### src/rtl/core/apq_pkg.sv
// shared types and constants of the arp pending retry queue
package apq_pkg;

  localparam int OP_W      = 2;
  localparam int ACT_W     = 3;
  localparam int HANDLE_W  = 8;
  localparam int IP_W      = 32;
  localparam int MASK_W    = 32;
  localparam int MAC_W     = 48;
  localparam int ELAPSED_W = 16;
  localparam int TRIES_W   = 4;
  localparam int TIME_W    = 16;
  localparam int LIMIT_W   = 4;
  localparam int BASE_W    = 8;
  localparam int CFG_IDX_W = 1;
  localparam int CFG_W     = 8;
  localparam int SHL_W     = BASE_W + 15;

  localparam int IN_DATA_W  = 136;
  localparam int OUT_DATA_W = 120;

  localparam logic [OP_W-1:0] OP_ACCEPT = 2'd0;
  localparam logic [OP_W-1:0] OP_REPLY  = 2'd1;
  localparam logic [OP_W-1:0] OP_TICK   = 2'd2;

  localparam logic [ACT_W-1:0] ACT_QUERY   = 3'd0;
  localparam logic [ACT_W-1:0] ACT_REJECT  = 3'd1;
  localparam logic [ACT_W-1:0] ACT_FORWARD = 3'd2;
  localparam logic [ACT_W-1:0] ACT_UNREACH = 3'd3;
  localparam logic [ACT_W-1:0] ACT_DONE    = 3'd4;

  localparam logic [CFG_IDX_W-1:0] REG_RETRY_LIMIT = 1'd0;
  localparam logic [CFG_IDX_W-1:0] REG_BASE_TIMEOUT = 1'd1;

  localparam logic [LIMIT_W-1:0] RESET_RETRY_LIMIT  = 4'd4;
  localparam logic [BASE_W-1:0]  RESET_BASE_TIMEOUT = 8'd10;

  localparam logic [TRIES_W-1:0] TRIES_MAX = 4'hF;

  typedef struct packed {
    logic [HANDLE_W-1:0] handle;
    logic [IP_W-1:0]     ip;
    logic [MASK_W-1:0]   mask;
    logic [TRIES_W-1:0]  tries;
    logic [TIME_W-1:0]   time_left;
  } entry_t;

  localparam int ENTRY_W = $bits(entry_t);

  typedef struct packed {
    logic [ACT_W-1:0]    action;
    logic [HANDLE_W-1:0] handle;
    logic [IP_W-1:0]     ip;
    logic [MASK_W-1:0]   mask;
    logic [MAC_W-1:0]    mac;
    logic                last;
  } result_t;

endpackage

### src/rtl/core/arp_pending_retry_queue.sv
// top level of the arp pending retry queue
//
// packets waiting for address resolution sit in NUM_SLOTS slots kept in one
// ram; busy bits live in flip-flops. input beats on the s_axis channel carry
// an operation in tuser: accept, resolution reply or time tick. every input
// beat yields its event beats on m_axis (query, reject, forward, unreachable)
// followed by one done beat with tlast high.
// an accept passes through ST_ACC (query or reject beat) and then ST_DONE.
// a reply or tick reads the slot ram one entry per cycle while m_axis is not
// stalled, through its single read port, and writes the updated entry back
// behind it; a new input beat is taken once the done beat is in the output
// register.
// a stalled m_axis holds its beat in the output register and the scan waits
// on the slot that needs to emit; s_axis_tready stays low meanwhile.
// reset clears busy bits, the started flag and the output; the registers
// return to retry_limit 4 and base_timeout_ms 10. slot contents need no reset.
// cfg_we writes cfg_data to register cfg_index (0 retry_limit, 1
// base_timeout_ms); the new value takes effect in the next cycle.
module arp_pending_retry_queue #(
  parameter int NUM_SLOTS = 8
) (
  input  logic                             clk,
  input  logic                             rst,
  input  logic                             cfg_we,
  input  logic [apq_pkg::CFG_IDX_W-1:0]    cfg_index,
  input  logic [apq_pkg::CFG_W-1:0]        cfg_data,
  input  logic                             s_axis_tvalid,
  output logic                             s_axis_tready,
  // packet_handle, dst_ip, port_mask, reply_mac, elapsed_ms
  input  logic [apq_pkg::IN_DATA_W-1:0]    s_axis_tdata,
  // operation
  input  logic [apq_pkg::OP_W-1:0]         s_axis_tuser,
  output logic                             m_axis_tvalid,
  input  logic                             m_axis_tready,
  // out_handle, out_ip, out_mask, out_mac
  output logic [apq_pkg::OUT_DATA_W-1:0]   m_axis_tdata,
  // action
  output logic [apq_pkg::ACT_W-1:0]        m_axis_tuser,
  output logic                             m_axis_tlast
);

  localparam int IDX_W = (NUM_SLOTS > 1) ? $clog2(NUM_SLOTS) : 1;

  logic                  ram_we;
  logic [IDX_W-1:0]      ram_waddr;
  apq_pkg::entry_t       ram_wdata;
  logic                  ram_re;
  logic [IDX_W-1:0]      ram_raddr;
  logic [apq_pkg::ENTRY_W-1:0] ram_rbits;
  logic                  res_valid;
  apq_pkg::result_t      res;
  logic                  res_ready;

  apq_ctrl #(
    .NUM_SLOTS(NUM_SLOTS)
  ) u_ctrl (
    .clk        (clk),
    .rst        (rst),
    .cfg_we     (cfg_we),
    .cfg_index  (cfg_index),
    .cfg_data   (cfg_data),
    .in_valid   (s_axis_tvalid),
    .in_ready   (s_axis_tready),
    .in_op      (s_axis_tuser),
    .in_handle  (s_axis_tdata[7:0]),
    .in_ip      (s_axis_tdata[39:8]),
    .in_mask    (s_axis_tdata[71:40]),
    .in_mac     (s_axis_tdata[119:72]),
    .in_elapsed (s_axis_tdata[135:120]),
    .ram_we     (ram_we),
    .ram_waddr  (ram_waddr),
    .ram_wdata  (ram_wdata),
    .ram_re     (ram_re),
    .ram_raddr  (ram_raddr),
    .ram_rdata  (apq_pkg::entry_t'(ram_rbits)),
    .res_valid  (res_valid),
    .res        (res),
    .res_ready  (res_ready)
  );

  apq_ram #(
    .WIDTH(apq_pkg::ENTRY_W),
    .DEPTH(NUM_SLOTS)
  ) u_slot_ram (
    .clk   (clk),
    .we    (ram_we),
    .waddr (ram_waddr),
    .wdata (ram_wdata),
    .re    (ram_re),
    .raddr (ram_raddr),
    .rdata (ram_rbits)
  );

  apq_out_reg u_out_reg (
    .clk           (clk),
    .rst           (rst),
    .res_valid     (res_valid),
    .res           (res),
    .res_ready     (res_ready),
    .m_axis_tvalid (m_axis_tvalid),
    .m_axis_tready (m_axis_tready),
    .m_axis_tdata  (m_axis_tdata),
    .m_axis_tuser  (m_axis_tuser),
    .m_axis_tlast  (m_axis_tlast)
  );

endmodule

### src/rtl/core/apq_ram.sv
// generic single-port-write ram with registered read
module apq_ram #(
  parameter int WIDTH = 8,
  parameter int DEPTH = 8
) (
  input  logic                                       clk,
  input  logic                                       we,
  input  logic [((DEPTH > 1) ? $clog2(DEPTH) : 1)-1:0] waddr,
  input  logic [WIDTH-1:0]                           wdata,
  input  logic                                       re,
  input  logic [((DEPTH > 1) ? $clog2(DEPTH) : 1)-1:0] raddr,
  output logic [WIDTH-1:0]                           rdata
);

  logic [WIDTH-1:0] mem [DEPTH];

  always_ff @(posedge clk) begin
    if (we) begin
      mem[waddr] <= wdata;
    end
    if (re) begin
      rdata <= mem[raddr];
    end
  end

endmodule

### src/rtl/core/apq_out_reg.sv
// output register holding one result beat
module apq_out_reg (
  input  logic                           clk,
  input  logic                           rst,
  input  logic                           res_valid,
  input  apq_pkg::result_t               res,
  output logic                           res_ready,
  output logic                           m_axis_tvalid,
  input  logic                           m_axis_tready,
  output logic [apq_pkg::OUT_DATA_W-1:0] m_axis_tdata,  // handle, ip, mask, mac
  output logic [apq_pkg::ACT_W-1:0]      m_axis_tuser,  // action
  output logic                           m_axis_tlast
);

  apq_pkg::result_t hold;

  assign res_ready = !m_axis_tvalid || m_axis_tready;

  always_ff @(posedge clk) begin
    if (rst) begin
      m_axis_tvalid <= 1'b0;
    end else if (res_ready) begin
      m_axis_tvalid <= res_valid;
    end
  end

  always_ff @(posedge clk) begin
    if (res_ready && res_valid) begin
      hold <= res;
    end
  end

  assign m_axis_tdata = {hold.mac, hold.mask, hold.ip, hold.handle};
  assign m_axis_tuser = hold.action;
  assign m_axis_tlast = hold.last;

endmodule

### src/rtl/core/apq_ctrl.sv
// sequencer: slot allocation, reply match and tick scan over the slot ram
module apq_ctrl #(
  parameter int NUM_SLOTS = 8
) (
  input  logic                             clk,
  input  logic                             rst,
  input  logic                             cfg_we,
  input  logic [apq_pkg::CFG_IDX_W-1:0]    cfg_index,
  input  logic [apq_pkg::CFG_W-1:0]        cfg_data,
  input  logic                             in_valid,
  output logic                             in_ready,
  input  logic [apq_pkg::OP_W-1:0]         in_op,
  input  logic [apq_pkg::HANDLE_W-1:0]     in_handle,
  input  logic [apq_pkg::IP_W-1:0]         in_ip,
  input  logic [apq_pkg::MASK_W-1:0]       in_mask,
  input  logic [apq_pkg::MAC_W-1:0]        in_mac,
  input  logic [apq_pkg::ELAPSED_W-1:0]    in_elapsed,
  output logic                             ram_we,
  output logic [((NUM_SLOTS > 1) ? $clog2(NUM_SLOTS) : 1)-1:0] ram_waddr,
  output apq_pkg::entry_t                  ram_wdata,
  output logic                             ram_re,
  output logic [((NUM_SLOTS > 1) ? $clog2(NUM_SLOTS) : 1)-1:0] ram_raddr,
  input  apq_pkg::entry_t                  ram_rdata,
  output logic                             res_valid,
  output apq_pkg::result_t                 res,
  input  logic                             res_ready
);

  localparam int IDX_W = (NUM_SLOTS > 1) ? $clog2(NUM_SLOTS) : 1;
  localparam int CNT_W = $clog2(NUM_SLOTS + 1);
  localparam logic [CNT_W-1:0] LAST_CNT = CNT_W'(NUM_SLOTS);

  typedef enum logic [3:0] {
    ST_IDLE = 4'b0001,
    ST_ACC  = 4'b0010,
    ST_SCAN = 4'b0100,
    ST_DONE = 4'b1000
  } state_t;

  state_t state;

  logic [NUM_SLOTS-1:0]            busy;
  logic                            started;
  logic [apq_pkg::LIMIT_W-1:0]     retry_limit;
  logic [apq_pkg::BASE_W-1:0]      base_timeout;

  logic [apq_pkg::OP_W-1:0]        op_r;
  logic [apq_pkg::HANDLE_W-1:0]    handle_r;
  logic [apq_pkg::IP_W-1:0]        ip_r;
  logic [apq_pkg::MASK_W-1:0]      mask_r;
  logic [apq_pkg::MAC_W-1:0]       mac_r;
  logic [apq_pkg::ELAPSED_W-1:0]   elapsed_r;

  logic [CNT_W-1:0]                rd_cnt;
  logic                            ev_valid;
  logic [IDX_W-1:0]                ev_idx;

  logic                            has_free;
  logic [IDX_W-1:0]                free_idx;
  logic                            ev_busy;
  logic                            need_out;
  logic                            ev_clear;
  logic                            ev_write;
  apq_pkg::entry_t                 ev_entry;
  apq_pkg::result_t                ev_res;
  logic                            stall;
  logic                            issue;
  logic [apq_pkg::SHL_W-1:0]       shl;
  logic [apq_pkg::TIME_W-1:0]      backoff;

  assign in_ready = (state == ST_IDLE);

  // lowest free slot
  always_comb begin
    free_idx = '0;
    for (int i = NUM_SLOTS - 1; i >= 0; i--) begin
      if (!busy[i]) begin
        free_idx = IDX_W'(i);
      end
    end
    has_free = ~&busy;
  end

  assign shl = apq_pkg::SHL_W'(base_timeout) << ram_rdata.tries;
  assign backoff = (shl[apq_pkg::SHL_W-1:apq_pkg::TIME_W] != '0)
                   ? {apq_pkg::TIME_W{1'b1}} : shl[apq_pkg::TIME_W-1:0];

  // evaluate the slot whose entry just came out of the ram
  always_comb begin
    ev_busy  = busy[ev_idx];
    need_out = 1'b0;
    ev_clear = 1'b0;
    ev_write = 1'b0;
    ev_entry = ram_rdata;
    ev_res   = '0;
    ev_res.handle = ram_rdata.handle;
    ev_res.ip     = ram_rdata.ip;
    if (state == ST_SCAN && ev_valid && ev_busy) begin
      if (op_r == apq_pkg::OP_REPLY) begin
        if (ram_rdata.ip == ip_r) begin
          need_out      = 1'b1;
          ev_clear      = 1'b1;
          ev_res.action = apq_pkg::ACT_FORWARD;
          ev_res.mask   = ram_rdata.mask;
          ev_res.mac    = mac_r;
        end
      end else if (ram_rdata.time_left < elapsed_r) begin
        need_out = 1'b1;
        if (ram_rdata.tries <= retry_limit && ram_rdata.tries != apq_pkg::TRIES_MAX) begin
          ev_write           = 1'b1;
          ev_entry.time_left = backoff;
          ev_entry.tries     = ram_rdata.tries + 1'b1;
          ev_res.action      = apq_pkg::ACT_QUERY;
        end else begin
          ev_clear      = 1'b1;
          ev_res.action = apq_pkg::ACT_UNREACH;
        end
      end else begin
        ev_write           = 1'b1;
        ev_entry.time_left = ram_rdata.time_left - elapsed_r;
      end
    end
  end

  assign stall = need_out && !res_ready;
  assign issue = (state == ST_SCAN) && (rd_cnt < LAST_CNT) && !stall;

  assign ram_re    = issue;
  assign ram_raddr = rd_cnt[IDX_W-1:0];

  always_comb begin
    ram_we    = 1'b0;
    ram_waddr = ev_idx;
    ram_wdata = ev_entry;
    res_valid = 1'b0;
    res       = ev_res;
    unique case (state)
      ST_IDLE: begin
      end
      ST_ACC: begin
        res_valid        = 1'b1;
        res              = '0;
        res.handle       = handle_r;
        res.ip           = ip_r;
        res.action       = has_free ? apq_pkg::ACT_QUERY : apq_pkg::ACT_REJECT;
        ram_we           = res_ready && has_free;
        ram_waddr        = free_idx;
        ram_wdata.handle    = handle_r;
        ram_wdata.ip        = ip_r;
        ram_wdata.mask      = mask_r;
        ram_wdata.tries     = apq_pkg::TRIES_W'(1);
        ram_wdata.time_left = apq_pkg::TIME_W'(base_timeout);
      end
      ST_SCAN: begin
        res_valid = need_out;
        ram_we    = ev_write && !stall;
      end
      ST_DONE: begin
        res_valid     = 1'b1;
        res           = '0;
        res.action    = apq_pkg::ACT_DONE;
        res.last      = 1'b1;
      end
      default: begin
      end
    endcase
  end

  always_ff @(posedge clk) begin
    if (rst) begin
      state        <= ST_IDLE;
      busy         <= '0;
      started      <= 1'b0;
      retry_limit  <= apq_pkg::RESET_RETRY_LIMIT;
      base_timeout <= apq_pkg::RESET_BASE_TIMEOUT;
      ev_valid     <= 1'b0;
      rd_cnt       <= '0;
    end else begin
      if (cfg_we) begin
        unique case (cfg_index)
          apq_pkg::REG_RETRY_LIMIT:  retry_limit  <= cfg_data[apq_pkg::LIMIT_W-1:0];
          apq_pkg::REG_BASE_TIMEOUT: base_timeout <= cfg_data;
          default: begin
          end
        endcase
      end
      unique case (state)
        ST_IDLE: begin
          if (in_valid) begin
            rd_cnt   <= '0;
            ev_valid <= 1'b0;
            if (in_op == apq_pkg::OP_ACCEPT) begin
              started <= 1'b1;
              state   <= ST_ACC;
            end else if (in_op == apq_pkg::OP_REPLY
                         || (in_op == apq_pkg::OP_TICK && started)) begin
              state <= ST_SCAN;
            end else begin
              state <= ST_DONE;
            end
          end
        end
        ST_ACC: begin
          if (res_ready) begin
            if (has_free) begin
              busy[free_idx] <= 1'b1;
            end
            state <= ST_DONE;
          end
        end
        ST_SCAN: begin
          if (!stall) begin
            if (ev_clear) begin
              busy[ev_idx] <= 1'b0;
            end
            ev_valid <= issue;
            if (issue) begin
              rd_cnt <= rd_cnt + 1'b1;
            end else begin
              state <= ST_DONE;
            end
          end
        end
        ST_DONE: begin
          if (res_ready) begin
            state <= ST_IDLE;
          end
        end
        default: state <= ST_IDLE;
      endcase
    end
  end

  always_ff @(posedge clk) begin
    if (state == ST_IDLE && in_valid) begin
      op_r      <= in_op;
      handle_r  <= in_handle;
      ip_r      <= in_ip;
      mask_r    <= in_mask;
      mac_r     <= in_mac;
      elapsed_r <= in_elapsed;
    end
    if (issue) begin
      ev_idx <= rd_cnt[IDX_W-1:0];
    end
  end

endmodule

### config.mk
export PLATFORM = sky130hd
export DESIGN_NAME = arp_pending_retry_queue
export DESIGN_NICKNAME = d
export VERILOG_FILES = /design/src/rtl/core/apq_pkg.sv /design/src/rtl/core/arp_pending_retry_queue.sv /design/src/rtl/core/apq_ram.sv /design/src/rtl/core/apq_out_reg.sv /design/src/rtl/core/apq_ctrl.sv
export SDC_FILE = /design/constraint.sdc
export NUM_CORES = 1
export LEC_CHECK = 0
export ABC_AREA = 1
export BUFFER_PORTS_ARGS = -buffer_cell sky130_fd_sc_hd__buf_2
export CORE_MARGIN = 10
export CORE_UTILIZATION = 50
export CTS_CLUSTER_DIAMETER = 40
export CTS_CLUSTER_SIZE = 40
export DETAILED_ROUTE_END_ITERATION = 8
export GPL_ROUTABILITY_DRIVEN = 1
export HOLD_SLACK_MARGIN = 0.03
export PLACE_DENSITY_LB_ADDON = 0.25
export REMOVE_ABC_BUFFERS = 1
export SYNTH_ARGS = -nofsm -noshare
export SYNTH_HDL_FRONTEND = slang
export SYNTH_SLANG_ARGS = --single-unit
export TNS_END_PERCENT = 1
### constraint.sdc
create_clock -name clk -period 7.7 [get_ports clk]
set_input_delay 0.385 -clock clk [delete_from_list [all_inputs] [get_ports clk]]
set_output_delay 0.385 -clock clk [all_outputs]
set_load 0.02 [all_outputs]
# Word level (Yosys, flattened, before mapping)
# Memories as Yosys holds them, arrays and structs flattened. A register that Yosys moved wholly into a read port is not among the register bits.
# Cells that the tools add are included.
[op_classes]
add_sub_neg = 3
multipliers = 0
div_mod_pow = 0
magnitude_cmp = 7
n_eq_ne = 17
shift = 1
n_mux = 68
bitwise_logic = 4
n_reduce_logical = 32
[ops]
columns = ["cell", "count"]
rows = [
  ["124-bit case mux with 2 select lines", 1],
  ["80-bit 2-to-1 mux", 3],
  ["92-bit 2-to-1 mux", 1],
  ["20-bit 2-to-1 mux", 3],
  ["4-bit 2-to-1 mux", 11],
  ["3-bit 2-to-1 mux", 12],
  ["32-bit equality test", 1],
  ["16-bit 2-to-1 mux", 2],
  ["8-bit 2-to-1 mux", 4],
  ["8-bit by 4-bit left shift with 23-bit output", 1],
  ["1-bit 2-to-1 mux", 20],
  ["16-bit less-than comparator", 1],
  ["4-bit case mux with 4 select lines", 1],
  ["8-bit case mux with 2 select lines", 1],
  ["16-bit subtractor", 1],
  ["1-bit logical AND", 13],
  ["2-bit inequality test (second input constant)", 5],
  ["5-bit AND reduction", 2],
  ["4-bit by 1-bit adder with 4-bit output (second input constant)", 2],
  ["8-bit bitwise AND", 1],
  ["3-bit by 4-bit less-than comparator with 1-bit output (second input constant)", 2],
  ["8-bit inverter", 1],
  ["8-bit bitwise OR", 1],
  ["4-bit case mux with 2 select lines", 1],
  ["26 further kinds", 41],
]
[totals]
regBits = 296
latch_bits = 0
ram_bits = 736
rom_bits = 0
in_bits = 152
output_inout_bits = 126
elab_cells = 154
memories = 1
[mem_list]
columns = ["name", "depth", "word_bits", "read_ports", "rd_ports_with_merged_regs", "write_ports", "line_no", "source"]
rows = [
  ["u_slot_ram.mem", 8, 92, 1, 1, 1, "apq_ram.sv:15", "logic [WIDTH-1:0] mem [DEPTH];"],
]

# Logic depth before layout (Yosys ltp)
# Gate-level depths: netlist of run 1.
[depth]
word_depth = 16
depth_mapped = 18
mapped_depth_nobuf = 18

# Cells and area by module
# Synthesis of run 1 repeated with hierarchy kept, for this count alone.
[unflattened]
hier_cells = 4728
hier_area_um2 = 48831.8
[by_module_without_submodules]
columns = ["module", "n_inst", "cells_each", "area_each_um2", "seq_area_each_um2"]
rows = [
  ["apq_ram", 1, 3290, 34865.9, 24863.8],
  ["apq_ctrl", 1, 1308, 10194.8, 4834.6],
  ["apq_out_reg", 1, 130, 3771.1, 3743.6],
]

# Least setup slack after synthesis of run 1
# Ideal clock, no wire load.
[synth_timing]
path_kind = "register to register"
startpoint = "register u_slot_ram.rdata[10], read port of u_slot_ram.mem"
endpoint = "register u_out_reg.hold (netlist bit u_out_reg.m_axis_tdata[0]) (enable)"
setup_time_ps = 646
arrival_ps = 7406
required_ps = 7054
path_slack_ps = -352
stages_incl_launch_ff = 13
path_buffers = 0
synth_period_minus_slack_ps = 8052
cell_sequence = "edfxtp_1 ha_1 nand2_1 inv_2 nand2_1 nand2_1 nand2_1 nand2_1 nor2_4 nand2_4 nand2_1 nand3_1 a21oi_1"
[synth_between]
elab_chain_cells = 6
[synth_rtl]
columns = ["item", "line_no", "source"]
rows = [
  ["start: declaration", "apq_ram.sv:12", "output logic [WIDTH-1:0] rdata"],
  ["16-bit less-than comparator", "apq_ctrl.sv:107", "end else if (ram_rdata.time_left < elapsed_r) begin"],
  ["1-bit 2-to-1 mux", "apq_ctrl.sv:107", ""],
  ["1-bit 2-to-1 mux", "apq_ctrl.sv:99", "if (op_r == apq_pkg::OP_REPLY) begin"],
  ["1-bit 2-to-1 mux", "apq_ctrl.sv:98", "if (state == ST_SCAN && ev_valid && ev_busy) begin"],
  ["1-bit case mux with 2 select lines", "apq_ctrl.sv:137", "unique case (state)"],
  ["1-bit logical AND", "apq_out_reg.sv:28", "if (res_ready && res_valid) begin"],
  ["end signal: assignment", "apq_out_reg.sv:29", "hold <= res;"],
  ["end: declaration", "apq_out_reg.sv:15", "apq_pkg::result_t hold;"],
]
# Every way passes these cells.
# A chain may end at the register's enable or synchronous reset.

# Final worst setup path of run 1
[layout_timing]
startpoint = "register u_ctrl.state[2]"
endpoint = "memory u_slot_ram.mem[1][39] (netlist bit) (enable)"
[layout_between]
elab_chain_cells = 10
word_cells_on_any_way = 13
cone_classes = "eq/ne (2); mux (6); reduce/logical (5)"
[layout_rtl]
columns = ["item", "line_no", "source"]
rows = [
  ["start: declaration", "apq_ctrl.sv:40", "state_t state;"],
  ["start signal: assignment", "apq_ctrl.sv:171", "state <= ST_IDLE;"],
  ["start signal: assignment", "apq_ctrl.sv:194", "state <= ST_ACC;"],
  ["start signal: assignment", "apq_ctrl.sv:197", "state <= ST_SCAN;"],
  ["4-bit by 3-bit equality test with 1-bit output", "apq_ctrl.sv:98, apq_ctrl.sv:137", ""],
  ["1-bit logical AND (2 in a row)", "apq_ctrl.sv:98", ""],
  ["1-bit 2-to-1 mux", "apq_ctrl.sv:98", ""],
  ["1-bit logical AND", "apq_ctrl.sv:125", "assign stall = need_out && !res_ready;"],
  ["1-bit zero test", "apq_ctrl.sv:156", "ram_we = ev_write && !stall;"],
  ["1-bit logical AND", "apq_ctrl.sv:156", ""],
  ["1-bit case mux with 2 select lines", "apq_ctrl.sv:137", ""],
  ["1-bit 2-to-1 mux", "apq_ram.sv:18", "if (we) begin"],
  ["1-bit 2-to-1 mux (not written as such)", "apq_ram.sv:19", "mem[waddr] <= wdata;"],
  ["end: declaration", "apq_ram.sv:15", ""],
]
# Parallel ways exist; a longest one is shown, timed or not.

==> results of run 1 <==
cell families (layout without fill, tap and decap cells):
logic type | Yosys count | in the layout | synth area share, %
compound gates | 802 | 802 | 9.64
xor+xnor | 34 | 34 | 0.666
fa+ha+maj | 23 | 23 | 0.660
buf+inv | 344 | 872 | 3.09
flops | 1123 | 1123 | 74.7
other cells | 0 | 1 | 0
simple gates | 1281 | 1281 | 11.3
power groups by stage:
stage          Sequential [W]  Combinational, W  Clock [W]
6_report              0.00694          0.000690    0.00664
5_1_grt               0.00696          0.000762    0.00698
4_1_cts               0.00694          0.000696    0.00672
3_5_place_dp          0.00707          0.000631          0
3_3_place_gp          0.00706          0.000624          0
2_1_floorplan         0.00715          0.000330          0
path summary, 6_finish.rpt:
path	start	end	slack (ns)	depth (start not counted)
hold / removal	cfg_index	u_ctrl.retry_limit[3]$_SDFFE_PP0P_	0.07	4
setup reg to reg	u_ctrl.state[2]$_SDFFE_PP0P_	u_slot_ram.mem[1][39]$_DFFE_PP_	3.18	12
setup / recovery	u_ctrl.state[2]$_SDFFE_PP0P_	u_slot_ram.mem[1][39]$_DFFE_PP_	3.18	12
hold reg to reg	u_ctrl.started$_SDFFE_PP0P_	u_ctrl.started$_SDFFE_PP0P_	0.45	2
metrics by stage:
stage	util, %	std cells	cell area [µm²]	worst slack, ns
2_1_floorplan	-	3416	43900	-7.12
3_3_place_gp	53.2	4895	47200	3.26
5_1_grt	60.4	5301	53500	2.79
6_report	60.4	5301	53500	3.18
4_1_cts	60.4	5300	53500	3.18
3_5_place_dp	53.2	4895	47200	3.22
critical path, stage by stage (launching register included):
cell	delay (ns)
dfxtp_1	0.34
nor2_1	0.13
inv_1	0.07
nor3_2	0.12
buf_4	0.87
inv_2	0.39
buf_4	0.42
nand2_1	0.11
o21ai_0	0.14
inv_1	0.12
nand2_1	0.14
nor2_4	0.71
buf_12	0.49
flip-flops by register name (all words and copies together), names as in the netlist, 2 cells and up:
signal and cells:
u_slot_ram.mem 736, u_out_reg.m_axis_tdata 120, u_slot_ram.rdata 92, u_ctrl.mac_r 48
u_ctrl.ip_r 32, u_ctrl.mask_r 32, u_ctrl.elapsed_r 16, u_ctrl.base_timeout 8
u_ctrl.busy 8, u_ctrl.handle_r 8, u_ctrl.rd_cnt 4, u_ctrl.retry_limit 4
u_ctrl.state 4, u_ctrl.ev_idx 3, u_ctrl.op_r 2, u_out_reg.m_axis_tuser 2
cells in the mapped netlist (2+ instances only):
master and number:
nor2_4 3, nand3b_1 3, clkinv_1 5, o31ai_1 8, buf_6 3, edfxtp_1 1092
buf_1 17, buf_4 4, nand2_2 7, o22ai_1 100, inv_2 3, o21ai_2 2
nand4_1 5, dfxtp_1 31, o21ai_1 5, a31oi_1 98, a21oi_1 67, ha_1 22
o21ai_0 514, inv_1 143, a21o_1 3, xor2_1 8, buf_2 39, nor3_1 15
clkbuf_1 128, xnor2_1 26, nand2_1 396, nand2_4 4, inv_4 2, nor2_1 794
nand3_1 44
final cells by class:
cell class                 count  area, µm²
fill                        6720      35100
sequential                  1123      33400
multi-input combinational   2140      10000
clock buffer                 150       3600
timing repair buffer         465       3200
tap                         1165       1460
clock inverter               104       1200
inverter                     153        602
antenna                        1       2.50
per-layer routing:
metal / part of all wire, % / GRT usage [%] / wire length, µm
met1: 43 / 28.0 / 46700
met2: 47 / 33.6 / 51400
met3: 7.0 / 3.98 / 7620
met4: 2.3 / 6.70 / 2460
met5: 0 / 0 / 0
what timing repair did:
action / 4_1_cts / 5_1_grt
setup endpoints to repair: 0 / 0
hold endpoints to repair: 156 / 0
hold buffers: 151 / 0
==> impl_metrics.ini, run 1 <==
[route]
wl_per_cell_um = 20.4
via_per_inst = 5.52
first_pass_iters = 5
dr_total_vias = 29300
drc_errors = 0
wl_um = 108000
drtIter0Drc = 2758
antenna_left = 0

[pwr]
pwr-share-comb_pct = 4.8
power_leakage_nw = 19.0
peakVddDrop_mv = 0.184
pwr-share-seq_pct = 48.7
power_w = 0.0143
p_switching_w = 0.00320
intPower_w = 0.0111
p_per_area_nw_per_um2 = 267
switching_share_pct = 22.4
p_clk_share_pct = 46.5

[grt]
first_global_vias = 28600
grt_usage_pct = 20.7
grt_overflow_total = 0
antenna_found_initial = 4
grt_pass1_wl_um = 166000
grt_start_max_net_pins = 169

[logic_synthesis]
synth_edf_count = 1092
avgSynthCellArea_um2 = 12.4
synth.distinct_cells = 47
synth-seq-cells = 1123
synth_top_area_share_pct = 73.3
ys_async_sr_fraction_pct = 0
netlist_area_um2 = 44700
yosys_most_used_dff = edfxtp_1
ys_top_cells_by_area = edfxtp_1 (73%), nor2_1 (6.7%), o21ai_0 (5.7%), nand2_1 (3.3%), o22ai_1 (1.4%)
yosysWarnings = 0
synth_area_leader_cell = edfxtp_1
synth_cells = 3607
yosysSeqAreaShare_pct = 74.7

[cts]
clkTransAtPathRegs_ns = 0.06
post_cts_buffers = 0
cts_tree = yes
cts.sinks = 1123
insertion_delay_ns = 0.75
cts-buffers-inserted = 138
postCtsResizedCells = 0
cts_buffer_depth = 3
htree_levels = 4
root_buffer = clkbuf_16

[worst_setup_path]
critPathLaunchType = register
crit_fanout = 90
arrival_ns = 4.89
required_ns = 8.07
cp-end-kind = register
critical_path_class = reg -> reg

[sta]
tns_ns = 0
period_share_pct = 58.8
clock.fmax_mhz = 221
finalCriticalPeriod_ns = 4.52
rsz0062_at_grt = false
hold_violations = 0
hold_ws_ns = 0.0694
slew_headroom_pct = 23.0
worst_pin_slew_ns = 1.14
clock_skew_ns = 0.0355
slew_viol_final = 0
setup_viol = 0

[cells_and_area]
drive_gt1_share_pct = 14.4
area_growth_pct = 19.6
nets = 4196
final_common_cell = edfxtp_1
final_cell_mix = edfxtp_1 (1092), nor2_1 (785), o21ai_0 (514)

[floorplanning]
rows = 109
ios = 278
die_w_um = 319
start_util_pct = 50.5
core_area_um2 = 88600
die_h_um = 319
die_area_um2 = 102000

[place]
place.gp.congestion = 0.859
dpl.hpwl_um = 60400
port_buffers = 277

[outcome]
status = completed

[worst_hold_path]
min_path_type = in -> reg

[flow_run]
max_cap_viol_count = 0
Power figures use the tool's default switching activity.
==> run 2: changes to the inputs <==
--- a/config.mk
+++ b/config.mk
@@ -5,7 +5,7 @@
 export SDC_FILE = /design/constraint.sdc
 export NUM_CORES = 1
 export LEC_CHECK = 0
-export ABC_AREA = 1
+export ABC_AREA = 0
 export BUFFER_PORTS_ARGS = -buffer_cell sky130_fd_sc_hd__buf_2
 export CORE_MARGIN = 10
 export CORE_UTILIZATION = 50
==> constraint.sdc (replaced) <==
create_clock -name clk -period 4.3 [get_ports clk]
set_input_delay 0.215 -clock clk [delete_from_list [all_inputs] [get_ports clk]]
set_output_delay 0.215 -clock clk [all_outputs]
set_load 0.02 [all_outputs]
==> run 2 against run 1 <==
  * Combinational power increased by 110%
  * Count of clock-buffer cells in the layout decreased by 10
  * Die area decreased by 2.0%
  * Via count decreased by 18%
  * Non-clock buffer count increased by 54
  * First-iteration DRC count decreased by 16%
  * Worst hold slack improved by 0.11 ns
  * Sequential power increased by 82%
  * Cell area increased by 0.19%
  * Register-to-register slack got worse by 2.7 ns
==> impl_metrics.ini, run 2 <==
[outcome]
status = completed

[logic_synthesis]
ys_async_sr_fraction_pct = 0
synthMuxAreaShare_pct = 12.4
yosysWarnings = 0
synthAdderAreaFrac_pct = 0.674
avgSynthCellArea_um2 = 18.7
ys_top_cells_by_area = edfxtp_1 (75%), mux4_2 (9.6%), mux2_2 (2.6%), nand2_1 (2.4%), dfxtp_1 (1.4%)
synth_common_cells = edfxtp_1 (1092), nand2_1 (276), mux4_2 (186), mux2_2 (100), clkbuf_1 (87)
synth.distinct_cells = 74
yosys_most_used_dff = edfxtp_1
netlist_area_um2 = 43800
synth_top_area_share_pct = 74.9
synth-seq-cells = 1123
synth_compound_area_share_pct = 3.09
synth_cells = 2342
synth_edf_count = 1092
synth_area_leader_cell = edfxtp_1
synth_top_family_by_area = multiplexers
synth_xor_area_share_pct = 0.880
synth.most_common_cell = edfxtp_1
synthSimpleGateAreaFrac_pct = 5.44
yosysSeqAreaShare_pct = 76.3

[cts]
cts.sinks = 1123
clkTransAtPathRegs_ns = 0.07
cts_tree = yes
insertion_delay_ns = 0.74
cts_buffer_depth = 3
cts-buffers-inserted = 136
htree_levels = 4
root_buffer = clkbuf_16

[route]
dr_total_vias = 23900
via_per_inst = 5.75
drtIter0Drc = 2308
antenna_left = 0
wl_per_cell_um = 24.6
drc_errors = 0
first_pass_iters = 5
wl_um = 102000

[sta]
slew_viol_final = 0
rsz0062_at_grt = false
slew_headroom_pct = 30.6
setup_ws_ns = 0.453
clock.fmax_mhz = 260
worst_pin_slew_ns = 1.03
clock_skew_ns = 0.0294
finalCriticalPeriod_ns = 3.85
setup_viol = 0
tns_ns = 0
hold_violations = 0
period_share_pct = 89.5

[worst_setup_path]
r2r-start = u_slot_ram.rdata[0]$_DFFE_PP_
crit_fanout = 64
cp-end-kind = register
required_ns = 4.65
arrival_ns = 4.20
critPathLaunchType = register
crit_path_start = u_slot_ram.rdata[0]$_DFFE_PP_
critical_path_class = reg -> reg

[worst_hold_path]
hp-start = s_axis_tdata[48]
min_path_type = in -> reg

[floorplanning]
die_area_um2 = 99900
die_h_um = 316
core_area_um2 = 86900
die_w_um = 316
rows = 108
ios = 278
start_util_pct = 50.4

[grt]
grt_start_max_net_pins = 86
grt_pass1_wl_um = 155000
first_global_vias = 25200
grt_usage_pct = 20.5
antenna_found_initial = 2
grt_overflow_total = 0

[cells_and_area]
nets = 3060
drive_gt1_share_pct = 30.4
largest_reg_flops = 736
area_growth_pct = 22.4
stdcell_area_um2 = 53600
largest-register = u_slot_ram.mem
final_common_cell = edfxtp_1
fillers = 6093
final_cell_mix = edfxtp_1 (1092), buf_2 (277), nand2_1 (276)

[pwr]
p_per_area_nw_per_um2 = 482
peakVddDrop_mv = 0.361
power_w = 0.0259
power_leakage_nw = 18.0

[place]
port_buffers = 277
dpl.hpwl_um = 59200
place.gp.congestion = 0.838
place_area_um2 = 47100
pre_cts_ws_ns = 0.477

[flow_run]
max_cap_viol_count = 0
run 2: cell count changes after synthesis, sizes merged, moves of 36 or more:
cell / previous run / this run
nor4: 1 / 47
o21ai: 521 / 34
buf: 63 / 27
nand2: 407 / 276
clkbuf: 128 / 87
nor2: 799 / 51
inv: 148 / 33
a31oi: 98 / 11
mux2: 0 / 100
o22ai: 100 / 1
mux4: 0 / 186
and2: 0 / 52
run 2: path summary, 6_finish.rpt:
path	end	slack [ns]	cells after the start
setup reg to reg	u_slot_ram.mem[1][25]$_DFFE_PP_	0.45	11
setup / recovery	u_slot_ram.mem[1][25]$_DFFE_PP_	0.45	11
hold reg to reg	u_ctrl.started$_SDFFE_PP0P_	0.49	2
hold / removal	u_ctrl.mask_r[8]$_DFFE_PP_	0.18	2
run 2: repair_timing:
| item | CTS | global route |
|---|---|---|
| resized for setup | 0 | 0 |
| hold buffers | 168 | 0 |
| endpoints found under the hold margin | 162 | 0 |
| setup buffers | 0 | 0 |
run 2: cell families (layout without fill, tap and decap cells):
family,Yosys count,count (layout)
flip-flops,1123,1123
AND/OR/NAND/NOR,504,504
multiplexers,296,296
AO/OA/AOI/OAI,205,205
buffers and inverters,147,803
XOR/XNOR,44,44
adder cells (fa/ha/maj),23,23
other,0,3
run 2: critical path, stage by stage, from the launching register on:
cell and delay, ns:
edfxtp_1 0.35, inv_1 0.05, ha_1 0.22, fa_1 0.42, nor2b_1 0.19, o31ai_1 0.19, a211oi_2 0.44, nor3_4 0.13
o21ai_2 0.29, a31oi_4 0.23, nor4b_2 0.44, buf_12 0.44
run 2: routing by layer:
metal | GRT usage (%) | vias up | wire [µm]
li1 | - | 10500 | -
met1 | 27.8 | 12400 | 42300
met2 | 33.2 | 884 | 50200
met3 | 4.62 | 148 | 7620
met4 | 5.97 | 0 | 2010
met5 | 0 | - | 0
run 2: through the flow:
step	hold slack (ns)	cells	util [%]
after floorplan	0.284	2228	-
after global placement	0.391	3734	54.3
after detailed placement	0.393	3734	54.3
after CTS	0.135	4153	61.7
after global routing	0.159	4155	61.7
final	0.180	4156	61.7
run 2: cell type report:
class,instances,area (µm²),area share (%)
clock buffers,140,3440,6.41
multi-input cells,1072,9910,18.5
repair buffers,519,3910,7.29
flip-flops and latches,1123,33400,62.3
clock inverters,111,1360,2.53
diodes,3,7.51,0.0140
well taps,1155,1450,2.69
inverters,33,131,0.245
run 2: power breakdown:
group	internal, W	switching (W)	total [W]	leakage (nW)
logic	0.000493	0.000929	0.00142	5.61
clock network	0.00690	0.00493	0.0118	2.31
registers	0.0124	0.000164	0.0126	10.1
